`src/rtl/eec_pkg.sv`:
```
package eec_pkg;

    // status of the shared divide unit as seen by the sequencer
    typedef struct packed {
        logic busy;
        logic done;
    } t_div_sts;

endpackage

```
`src/rtl/eec_in_if.sv`:
```
interface eec_in_if #(
    parameter int WIDTH = 32
);
    logic                    valid;
    logic                    ready;
    logic signed [WIDTH-1:0] value;
    logic signed [WIDTH-1:0] modulus;

    modport source (output valid, output value, output modulus, input ready);
    modport sink   (input valid, input value, input modulus, output ready);
endinterface

```
`src/rtl/eec_out_if.sv`:
```
interface eec_out_if #(
    parameter int WIDTH = 32
);
    logic                    valid;
    logic                    ready;
    logic signed [WIDTH-1:0] coef_value;
    logic signed [WIDTH-1:0] coef_modulus;

    modport source (output valid, output coef_value, output coef_modulus, input ready);
    modport sink   (input valid, input coef_value, input coef_modulus, output ready);
endinterface

```
`src/rtl/eec_div.sv`:
```
module eec_div #(
    parameter int WIDTH = 32
) (
    input  logic              i_clk,
    input  logic              i_rst_n,
    input  logic              i_start,
    input  logic [WIDTH-1:0]  i_dividend,
    input  logic [WIDTH-1:0]  i_divisor,
    input  logic [WIDTH-1:0]  i_mul_x,
    input  logic [WIDTH-1:0]  i_mul_y,
    output eec_pkg::t_div_sts o_sts,
    output logic [WIDTH-1:0]  o_rem,
    output logic [WIDTH-1:0]  o_prod_x,
    output logic [WIDTH-1:0]  o_prod_y
);
    localparam int CW = $clog2(WIDTH);

    logic             r_busy, n_busy;
    logic             r_done, n_done;
    logic [CW-1:0]    r_cnt, n_cnt;
    logic [WIDTH-1:0] r_dvd, n_dvd;
    logic [WIDTH-1:0] r_rem, n_rem;
    logic [WIDTH-1:0] r_mb, n_mb;
    logic [WIDTH-1:0] r_mx, n_mx;
    logic [WIDTH-1:0] r_my, n_my;
    logic [WIDTH-1:0] r_acc_x, n_acc_x;
    logic [WIDTH-1:0] r_acc_y, n_acc_y;
    logic             r_neg_a, n_neg_a;
    logic             r_neg_q, n_neg_q;

    logic [WIDTH-1:0] w_rem_sh;
    logic             w_ge;

    // remainder stays below the divisor magnitude, so its top bit is always clear
    assign w_rem_sh = {r_rem[WIDTH-2:0], r_dvd[WIDTH-1]};
    assign w_ge     = (w_rem_sh >= r_mb);

    always_comb begin
        n_busy  = r_busy;
        n_done  = 1'b0;
        n_cnt   = r_cnt;
        n_dvd   = r_dvd;
        n_rem   = r_rem;
        n_mb    = r_mb;
        n_mx    = r_mx;
        n_my    = r_my;
        n_acc_x = r_acc_x;
        n_acc_y = r_acc_y;
        n_neg_a = r_neg_a;
        n_neg_q = r_neg_q;
        if (i_start) begin
            n_busy  = 1'b1;
            n_cnt   = CW'(WIDTH - 1);
            n_neg_a = i_dividend[WIDTH-1];
            n_neg_q = i_dividend[WIDTH-1] ^ i_divisor[WIDTH-1];
            n_dvd   = i_dividend[WIDTH-1] ? (~i_dividend + 1'b1) : i_dividend;
            n_mb    = i_divisor[WIDTH-1] ? (~i_divisor + 1'b1) : i_divisor;
            n_rem   = '0;
            n_mx    = i_mul_x;
            n_my    = i_mul_y;
            n_acc_x = '0;
            n_acc_y = '0;
        end else if (r_busy) begin
            n_dvd   = {r_dvd[WIDTH-2:0], 1'b0};
            n_rem   = w_ge ? (w_rem_sh - r_mb) : w_rem_sh;
            // quotient bits arrive msb first: horner accumulation of |q| * x2, |q| * y2
            n_acc_x = {r_acc_x[WIDTH-2:0], 1'b0} + (w_ge ? r_mx : '0);
            n_acc_y = {r_acc_y[WIDTH-2:0], 1'b0} + (w_ge ? r_my : '0);
            n_cnt   = r_cnt - 1'b1;
            if (r_cnt == '0) begin
                n_busy = 1'b0;
                n_done = 1'b1;
            end
        end
    end

    always_ff @(posedge i_clk) begin
        if (!i_rst_n) begin
            r_busy <= 1'b0;
            r_done <= 1'b0;
        end else begin
            r_busy <= n_busy;
            r_done <= n_done;
        end
        r_cnt   <= n_cnt;
        r_dvd   <= n_dvd;
        r_rem   <= n_rem;
        r_mb    <= n_mb;
        r_mx    <= n_mx;
        r_my    <= n_my;
        r_acc_x <= n_acc_x;
        r_acc_y <= n_acc_y;
        r_neg_a <= n_neg_a;
        r_neg_q <= n_neg_q;
    end

    assign o_sts.busy = r_busy;
    assign o_sts.done = r_done;
    assign o_rem      = r_neg_a ? (~r_rem + 1'b1) : r_rem;
    assign o_prod_x   = r_neg_q ? (~r_acc_x + 1'b1) : r_acc_x;
    assign o_prod_y   = r_neg_q ? (~r_acc_y + 1'b1) : r_acc_y;
endmodule

```
`src/rtl/extended_euclid_coefficients.sv`:
```
// Extended Euclid with truncating division: for each (value, modulus) word it returns x and y
// with value*x + modulus*y equal to the last nonzero remainder (gcd up to sign); a zero
// modulus gives x = 1, y = 0. All arithmetic wraps at WIDTH bits. One item at a time: the
// input is ready only while the block is idle. Each Euclid round runs one restoring divide
// in the shared divide unit, which also forms q*x2 and q*y2 on the fly, and one pass through
// S_CHECK; the result word is offered in S_OUT once a remainder of zero is reached.
module extended_euclid_coefficients #(
    parameter int WIDTH = 32
) (
    input  logic      i_clk,
    input  logic      i_rst_n,
    eec_in_if.sink    i_in,
    eec_out_if.source o_out
);
    typedef enum logic [3:0] {
        S_IDLE  = 4'b0001,
        S_CHECK = 4'b0010,
        S_DIV   = 4'b0100,
        S_OUT   = 4'b1000
    } t_state;

    t_state           r_state, n_state;
    logic [WIDTH-1:0] r_a1, n_a1;
    logic [WIDTH-1:0] r_a2, n_a2;
    logic [WIDTH-1:0] r_x1, n_x1;
    logic [WIDTH-1:0] r_y1, n_y1;
    logic [WIDTH-1:0] r_x2, n_x2;
    logic [WIDTH-1:0] r_y2, n_y2;

    logic              w_start;
    eec_pkg::t_div_sts w_div_sts;
    logic [WIDTH-1:0]  w_rem;
    logic [WIDTH-1:0]  w_prod_x;
    logic [WIDTH-1:0]  w_prod_y;

    eec_div #(.WIDTH(WIDTH)) u_div (
        .i_clk      (i_clk),
        .i_rst_n    (i_rst_n),
        .i_start    (w_start),
        .i_dividend (r_a1),
        .i_divisor  (r_a2),
        .i_mul_x    (r_x2),
        .i_mul_y    (r_y2),
        .o_sts      (w_div_sts),
        .o_rem      (w_rem),
        .o_prod_x   (w_prod_x),
        .o_prod_y   (w_prod_y)
    );

    assign i_in.ready         = (r_state == S_IDLE);
    assign o_out.valid        = (r_state == S_OUT);
    assign o_out.coef_value   = r_x1;
    assign o_out.coef_modulus = r_y1;

    always_comb begin
        n_state = r_state;
        n_a1    = r_a1;
        n_a2    = r_a2;
        n_x1    = r_x1;
        n_y1    = r_y1;
        n_x2    = r_x2;
        n_y2    = r_y2;
        w_start = 1'b0;
        unique case (r_state)
            S_IDLE: begin
                if (i_in.valid) begin
                    n_a1    = i_in.value;
                    n_a2    = i_in.modulus;
                    n_x1    = WIDTH'(1);
                    n_y1    = '0;
                    n_x2    = '0;
                    n_y2    = WIDTH'(1);
                    n_state = S_CHECK;
                end
            end
            S_CHECK: begin
                if (r_a2 == '0) begin
                    n_state = S_OUT;
                end else begin
                    w_start = 1'b1;
                    n_state = S_DIV;
                end
            end
            S_DIV: begin
                if (w_div_sts.done) begin
                    n_a1    = r_a2;
                    n_a2    = w_rem;
                    n_x1    = r_x2;
                    n_y1    = r_y2;
                    n_x2    = r_x1 - w_prod_x;
                    n_y2    = r_y1 - w_prod_y;
                    n_state = S_CHECK;
                end
            end
            S_OUT: begin
                if (o_out.ready) begin
                    n_state = S_IDLE;
                end
            end
            default: begin
                n_state = S_IDLE;
            end
        endcase
    end

    always_ff @(posedge i_clk) begin
        if (!i_rst_n) begin
            r_state <= S_IDLE;
        end else begin
            r_state <= n_state;
        end
        r_a1 <= n_a1;
        r_a2 <= n_a2;
        r_x1 <= n_x1;
        r_y1 <= n_y1;
        r_x2 <= n_x2;
        r_y2 <= n_y2;
    end

`ifndef SYNTHESIS
    a_done_in_div: assert property (@(posedge i_clk) disable iff (!i_rst_n)
        w_div_sts.done |-> (r_state == S_DIV))
        else $error("divide finished outside a round");
    a_start_nonzero: assert property (@(posedge i_clk) disable iff (!i_rst_n)
        w_start |-> (r_a2 != '0) && !w_div_sts.busy)
        else $error("divide started on zero divisor or while busy");
    a_accept_check: assert property (@(posedge i_clk) disable iff (!i_rst_n)
        (i_in.valid && i_in.ready) |=> (r_state == S_CHECK) && !i_in.ready)
        else $error("accepted word did not start a run");
    a_busy_in_div: assert property (@(posedge i_clk) disable iff (!i_rst_n)
        w_div_sts.busy |-> (r_state == S_DIV))
        else $error("divide unit busy outside a round");
`endif
endmodule
```
`src/flat_wrapper.sv`:
```
// flat-port wrapper written by rule: the top's interface ports become plain ports
module extended_euclid_coefficients_flat 
#(
    parameter int WIDTH = 32
)
  (i_clk, i_rst_n, i_in_valid, i_in_value, i_in_modulus, i_in_ready, o_out_valid, o_out_coef_value, o_out_coef_modulus, o_out_ready);
  eec_in_if #(.WIDTH(WIDTH)) i_in_i ();
  eec_out_if #(.WIDTH(WIDTH)) o_out_i ();
  input  logic i_clk;
  input  logic i_rst_n;
  input wire logic [$bits(i_in_i.valid)-1:0] i_in_valid;
  input wire logic [$bits(i_in_i.value)-1:0] i_in_value;
  input wire logic [$bits(i_in_i.modulus)-1:0] i_in_modulus;
  output wire logic [$bits(i_in_i.ready)-1:0] i_in_ready;
  output wire logic [$bits(o_out_i.valid)-1:0] o_out_valid;
  output wire logic [$bits(o_out_i.coef_value)-1:0] o_out_coef_value;
  output wire logic [$bits(o_out_i.coef_modulus)-1:0] o_out_coef_modulus;
  input wire logic [$bits(o_out_i.ready)-1:0] o_out_ready;
  assign i_in_i.valid = i_in_valid;
  assign i_in_i.value = i_in_value;
  assign i_in_i.modulus = i_in_modulus;
  assign i_in_ready = i_in_i.ready;
  assign o_out_valid = o_out_i.valid;
  assign o_out_coef_value = o_out_i.coef_value;
  assign o_out_coef_modulus = o_out_i.coef_modulus;
  assign o_out_i.ready = o_out_ready;
  extended_euclid_coefficients #(.WIDTH(WIDTH)) u_core (.i_clk(i_clk), .i_rst_n(i_rst_n), .i_in(i_in_i), .o_out(o_out_i));
endmodule
```
`config.mk`:
```
export PLATFORM = sky130hd
export DESIGN_NAME = extended_euclid_coefficients_flat
export DESIGN_NICKNAME = d
export VERILOG_FILES = /design/src/rtl/eec_pkg.sv /design/src/rtl/eec_in_if.sv /design/src/rtl/eec_out_if.sv /design/src/rtl/eec_div.sv /design/src/rtl/extended_euclid_coefficients.sv /design/src/flat_wrapper.sv
export SDC_FILE = /design/constraint.sdc
export NUM_CORES = 1
export LEC_CHECK = 0
export BUFFER_PORTS_ARGS = -buffer_cell sky130_fd_sc_hd__buf_2
export CAP_MARGIN = 15
export CORE_UTILIZATION = 63
export DETAILED_ROUTE_END_ITERATION = 8
export GPL_TIMING_DRIVEN = 0
export PLACE_DENSITY_LB_ADDON = 0.2
export SETUP_SLACK_MARGIN = 0.02
export SYNTH_ARGS = -nofsm -noshare
export SYNTH_HDL_FRONTEND = slang
export SYNTH_HIERARCHICAL = 1
export SYNTH_SLANG_ARGS = --single-unit
```
`constraint.sdc`:
```
create_clock -name i_clk -period 16.1 [get_ports i_clk]
set_input_delay 1.61 -clock i_clk [delete_from_list [all_inputs] [get_ports i_clk]]
set_output_delay 1.61 -clock i_clk [all_outputs]
set_load 0.005 [all_outputs]
```
After elaboration in Yosys (flattened, before gate mapping)

Index checks and enable logic that the tools add are counted.
Widths: inputs -> output; s select.

Word-level logic and storage cells: 91
Register bits: 429
Input port bits: 68
Output and inout bits: 66

Mux-type cells: 37
$add $sub $neg: 11
Reduce and logical (&&, ||, !) cells: 7
Magnitude comparators: 1
Bitwise logic cells: 8
Eq/ne operators: 7

Operators by type and width:

| operator              | number |
|---|---|
| $mux 32               | 19 |
| $pmux 32 s2           | 6 |
| $add 32x1->32 const B | 5 |
| $not 32->32           | 5 |
| $sub 32x32->32        | 3 |
| $add 32x32->32        | 2 |
| $ge 32x32->1          | 1 |
| $logic_not 32->1      | 1 |
| $mux 31               | 1 |
| $mux 4                | 4 |
| $pmux 4 s4            | 1 |
| $mux 1                | 6 |
| $reduce_and 3->1      | 2 |
| $logic_not 5->1       | 1 |
| $sub 5x1->5 const B   | 1 |
| $eq 4x1->1 const B    | 1 |
| $eq 4x2->1 const B    | 1 |
| $eq 4x3->1 const B    | 1 |
| $eq 4x4->1 const B    | 1 |
| $ne 2x2->1 const B    | 2 |
| $reduce_bool 2->1     | 2 |
| $reduce_or 3->1       | 1 |
| $ne 2x1->1 const B    | 1 |
| $not 1->1             | 2 |
| $xor 1x1->1           | 1 |

Depth between registers and ports, before layout

Word-level depth: 6
Depth in mapped cells: 22
Gate-level depth less buffers: 21

Modules after synthesis

The synthesis kept the hierarchy.

By module, submodules not included:

| module                       | area each (µm²) | sequential area each (µm²) | times used | cells an instance |
|---|---|---|---|---|
| eec_div                      | 16115.5         | 5965.7                     | 1          | 1793 |
| extended_euclid_coefficients | 11237.0         | 5845.6                     | 1          | 1122 |

Worst setup path after synthesis

Ideal clock, no wire load.

Path kind: register -> register
Start point: register u_core.r_state[2]
End point: register u_core.u_div.r_dvd[0], enable pin
Path buffers: 2
Setup slack: 4149 ps
Data required time: 15711 ps
Period minus slack after synthesis: 11951 ps
Cell stages (with the launch flop): 7
Arrival time: 11562 ps
Setup time: 389 ps
Cells stage by stage: dfxtp_1 nor2_1 nor4bb_1 clkbuf_1 nor2_1 clkbuf_1 inv_1

Cells in the longest elaborated chain, start to end: 3

Ends and longest elaborated chain:

| item                        | RTL line                            | RTL |
|---|---|---|
| from (decl)                 | extended_euclid_coefficients.sv:22  | `t_state r_state, n_state;` |
| from (signal assigned)      | extended_euclid_coefficients.sv:110 | `r_state <= n_state;` |
| $eq 4x2->1                  | extended_euclid_coefficients.sv:64  | `unique case (r_state)` |
| $mux 1                      | extended_euclid_coefficients.sv:64  |  |
| via u_core.w_start          | extended_euclid_coefficients.sv:30  | `logic w_start;` |
| $reduce_bool 2->1 (no line) | -                                   |  |
| to (signal assigned)        | eec_div.sv:86                       | `r_dvd <= n_dvd;` |
| to (decl)                   | eec_div.sv:21                       | `logic [WIDTH-1:0] r_dvd, n_dvd;` |

The timed path passes the listed nets, and every way through them passes these cells.
A chain may end at the register's enable or synchronous reset.

Worst setup path in the final report

Start point: register u_core.u_div.r_dvd[31]
End point: register u_core.u_div.r_acc_x[25]

Cells in the longest elaborated chain, start to end: 3

Ends and longest elaborated chain:

| item                 | RTL line      | RTL |
|---|---|---|
| $ge 32x32->1         | eec_div.sv:36 | `assign w_ge = (w_rem_sh >= r_mb);` |
| $mux 32              | eec_div.sv:67 | `n_acc_x = {r_acc_x[WIDTH-2:0], 1'b0} + (w_ge ? r_mx : '0);` |
| $add 32x32->32       | eec_div.sv:67 |  |
| to (signal assigned) | eec_div.sv:91 | `r_acc_x <= n_acc_x;` |
| to (decl)            | eec_div.sv:26 | `logic [WIDTH-1:0] r_acc_x, n_acc_x;` |

Every way passes these cells.

==> impl_results.md <==
- CTS tree: done
- Relative slew slack: 0.153
- Initial Util: 0.645
- Row count: 75
- Worst path required time: 16,540 ps
- Post-layout min period: roughly 7300 ps
- Maxcap violations: 0
- Non-filler cells, final: 3,719
- Die area: between 40,000 and 50,000 µm²
- # Post-CTS Setup Buffers: 0
- Via count: about 23k
- Dpl cells: approximately 3.6k
- Syn_nets: 3,147
- Cts hold-fix bufs: 0
- Critical path type: reg2reg
- DRT Pass-1 Iters: 7
- RSZ-0062 raised after global routing: no
- CTS root buf: clkbuf_16
- Synthesized cell area: 27,300 µm²
- Layout Skew: 29.6 ps
- Nets: 3,339
- Total grt overflow: 0
- GPL Wtd Cong: between 0.9 and 1
- WL final: 80,100 µm
- DIE WIDTH: around 210 µm
- Critical path capture point type: register
- Area grow syn2layout: 11.6%
- Hpwl dp: 59,800 µm
- First-pass GRT wire length: 123,000 µm
- Fmax: ~140 MHz
- Port-buffer cells: 133
- Ys Warns: 6
- DR WL/cell: 21.5 µm
- DRC Markers: 0
- Worst stage delay on the critical path: 790 ps
- Final count of negative-setup-slack endpoints: 0
- Core area: 42,400 µm²
- Clock Tree Buf Depth: 3
- CP Launch Type: register
- Most frequent CP cell: o21ai_0
- Clock latency on the worst-skew pair: 610 ps
- Worst slew pin tran: 1270 ps
- Fin. Hold Viols: 0
- Leakage: 12.4 nW
- Pwr per Cell Area: 231 nW/µm²
- Maximum VDD drop: ~0.21 mV
- Pwr Total: slightly above 7 mW
- Hold crit path type: reg2reg
- Largest net degree at the start of global routing: 63
- Ports: 134
- Layout cell share with drive strength beyond 1: 0.0796
- Max FO, Critical Path: 10
- Die Height: approximately 210 µm
- Critical path, cell by cell: inv_1 -> ha_1 -> fa_1 -> nor2b_1 -> o31a_1 -> o21ai_0 -> a211oi_1 -> nor4_1 -> nor2_1 -> clkbuf_1 -> and2_1 -> ha_1 -> fa_1 -> a211oi_1 -> o211ai_1 -> a41oi_1 -> o31a_1 -> o21ai_0 -> a311oi_1 -> a21oi_1 -> xnor2_1 -> o21ai_0
- Iteration-0 DRC Markers: 2,535
- Slowest-stage cell, CP: nor4_1
- Antenna Cells: 0
- Post-Syn Instances: 2,914
- Sink Count: between 400 and 500
- Crit share post-route: 0.456
- DRT antenna net count: 0
- PostCTS Resize Cnt: 0
- Final core utilization: 0.719
- Num CTS Buffers: 46
- Number of global-route vias before repair: 22.2k
- Clock transition at path regs: 60 ps
- GRT Total Usage: 0.359
- CP arrival: between 7000 and 8000 ps
- Initial antenna violation count: 2
- CTS H-tree lvls: 2
- Post-DR vias/cell: ~6.3
- Max Transition Viols Final: 0
- Status: complete, no violations
- Synthesized area per cell: approximately 9.4 µm²
## state kept, by name, summed over array words and instances (netlist names)
name,cells
u_core/r_a1,32
u_core/u_div/r_dvd,32
u_core/r_y2,32
u_core/u_div/r_neg_a,1
u_core/r_state,4
u_core/u_div/r_mx,32
u_core/u_div/r_acc_x,32
u_core/o_out.coef_modulus,32
u_core/r_x2,32
u_core/u_div/r_my,32
u_core/u_div/r_done,1
u_core/u_div/r_cnt,5
u_core/r_a2,32
u_core/u_div/r_busy,1
u_core/u_div/r_acc_y,32
u_core/o_out.coef_value,32
u_core/u_div/r_neg_q,1
u_core/u_div/r_mb,32
u_core/u_div/r_rem,32
## through the flow
step / hold slack (ps) / instance area, µm² / worst slack, ps / TNS [ps]
after floorplan: 417 / 27300 / 4150 / 0
after global placement: 422 / 28700 / -4180 / -604770
after detailed placement: 428 / 28900 / 9040 / 0
after CTS: 442 / 30500 / 8980 / 0
after global routing: 451 / 30500 / 8420 / 0
final: 441 / 30500 / 8760 / 0
## worst paths after layout
check	to	startpoint	slack, ps	cells after the start
max	u_core/u_div/r_acc_x[25]$_SDFFE_PP0P_	u_core/u_div/r_dvd[31]$_DFFE_PP_	8760	22
min	u_core/u_div/r_mx[28]$_DFFE_PP_	u_core/r_x2[28]$_SDFFCE_PN0P_	440	0
max reg2reg	u_core/u_div/r_acc_x[25]$_SDFFE_PP0P_	u_core/u_div/r_dvd[31]$_DFFE_PP_	8760	22
min reg2reg	u_core/u_div/r_mx[28]$_DFFE_PP_	u_core/r_x2[28]$_SDFFCE_PN0P_	440	0
## routing by layer
layer  track usage  vias up  part of all wire
li1              -    10900                 -
met1         0.477    11100              0.42
met2         0.590     1153              0.46
met3        0.0487      180             0.078
met4         0.153        2             0.038
met5             0        -           0.00014
## power breakdown
group / total (mW) / switching (mW) / internal (mW)
Clock: 1.13 / 0.460 / 0.665
Combinational: 4.15 / 2.54 / 1.61
Sequential: 1.78 / 0.287 / 1.49
## cell usage in the layout (no fill, tap or decap), drive strengths merged, types with 22 or more instances in the layout
cell	count
xnor2	169
o41ai	22
and2	140
a31oi	22
o21a	25
nand4	30
nor4	23
nand3	35
or3	30
buf	159
a21oi	173
o211ai	26
a21o	67
dfxtp	107
nor3	26
nand2	415
mux2i	41
a211oi	23
o21ai	179
nor2	209
nand2b	43
inv	137
edfxtp	322
o31ai	43
xor2	104
clkbuf	172
ha	160
## critical path, delay by kind of cell, from the launching register on
family | cells | cell delay, ps
AO/OA/AOI/OAI | 11 | 3310
XOR/XNOR | 1 | 180
buffers and inverters | 2 | 480
adder cells (fa/ha/maj) | 4 | 1060
flip-flops | 1 | 550
AND/OR/NAND/NOR | 4 | 1630
## cell type report
type	count	area (µm²)
clock inverter	22	297
timing repair buffer	144	835
multi-input combinational	2226	14600
clock buffer	62	1290
fill	3226	11900
inverter	134	503
tap	577	722
sequential	429	11800
buffer	125	484
(Power assumes the default switching activity.)
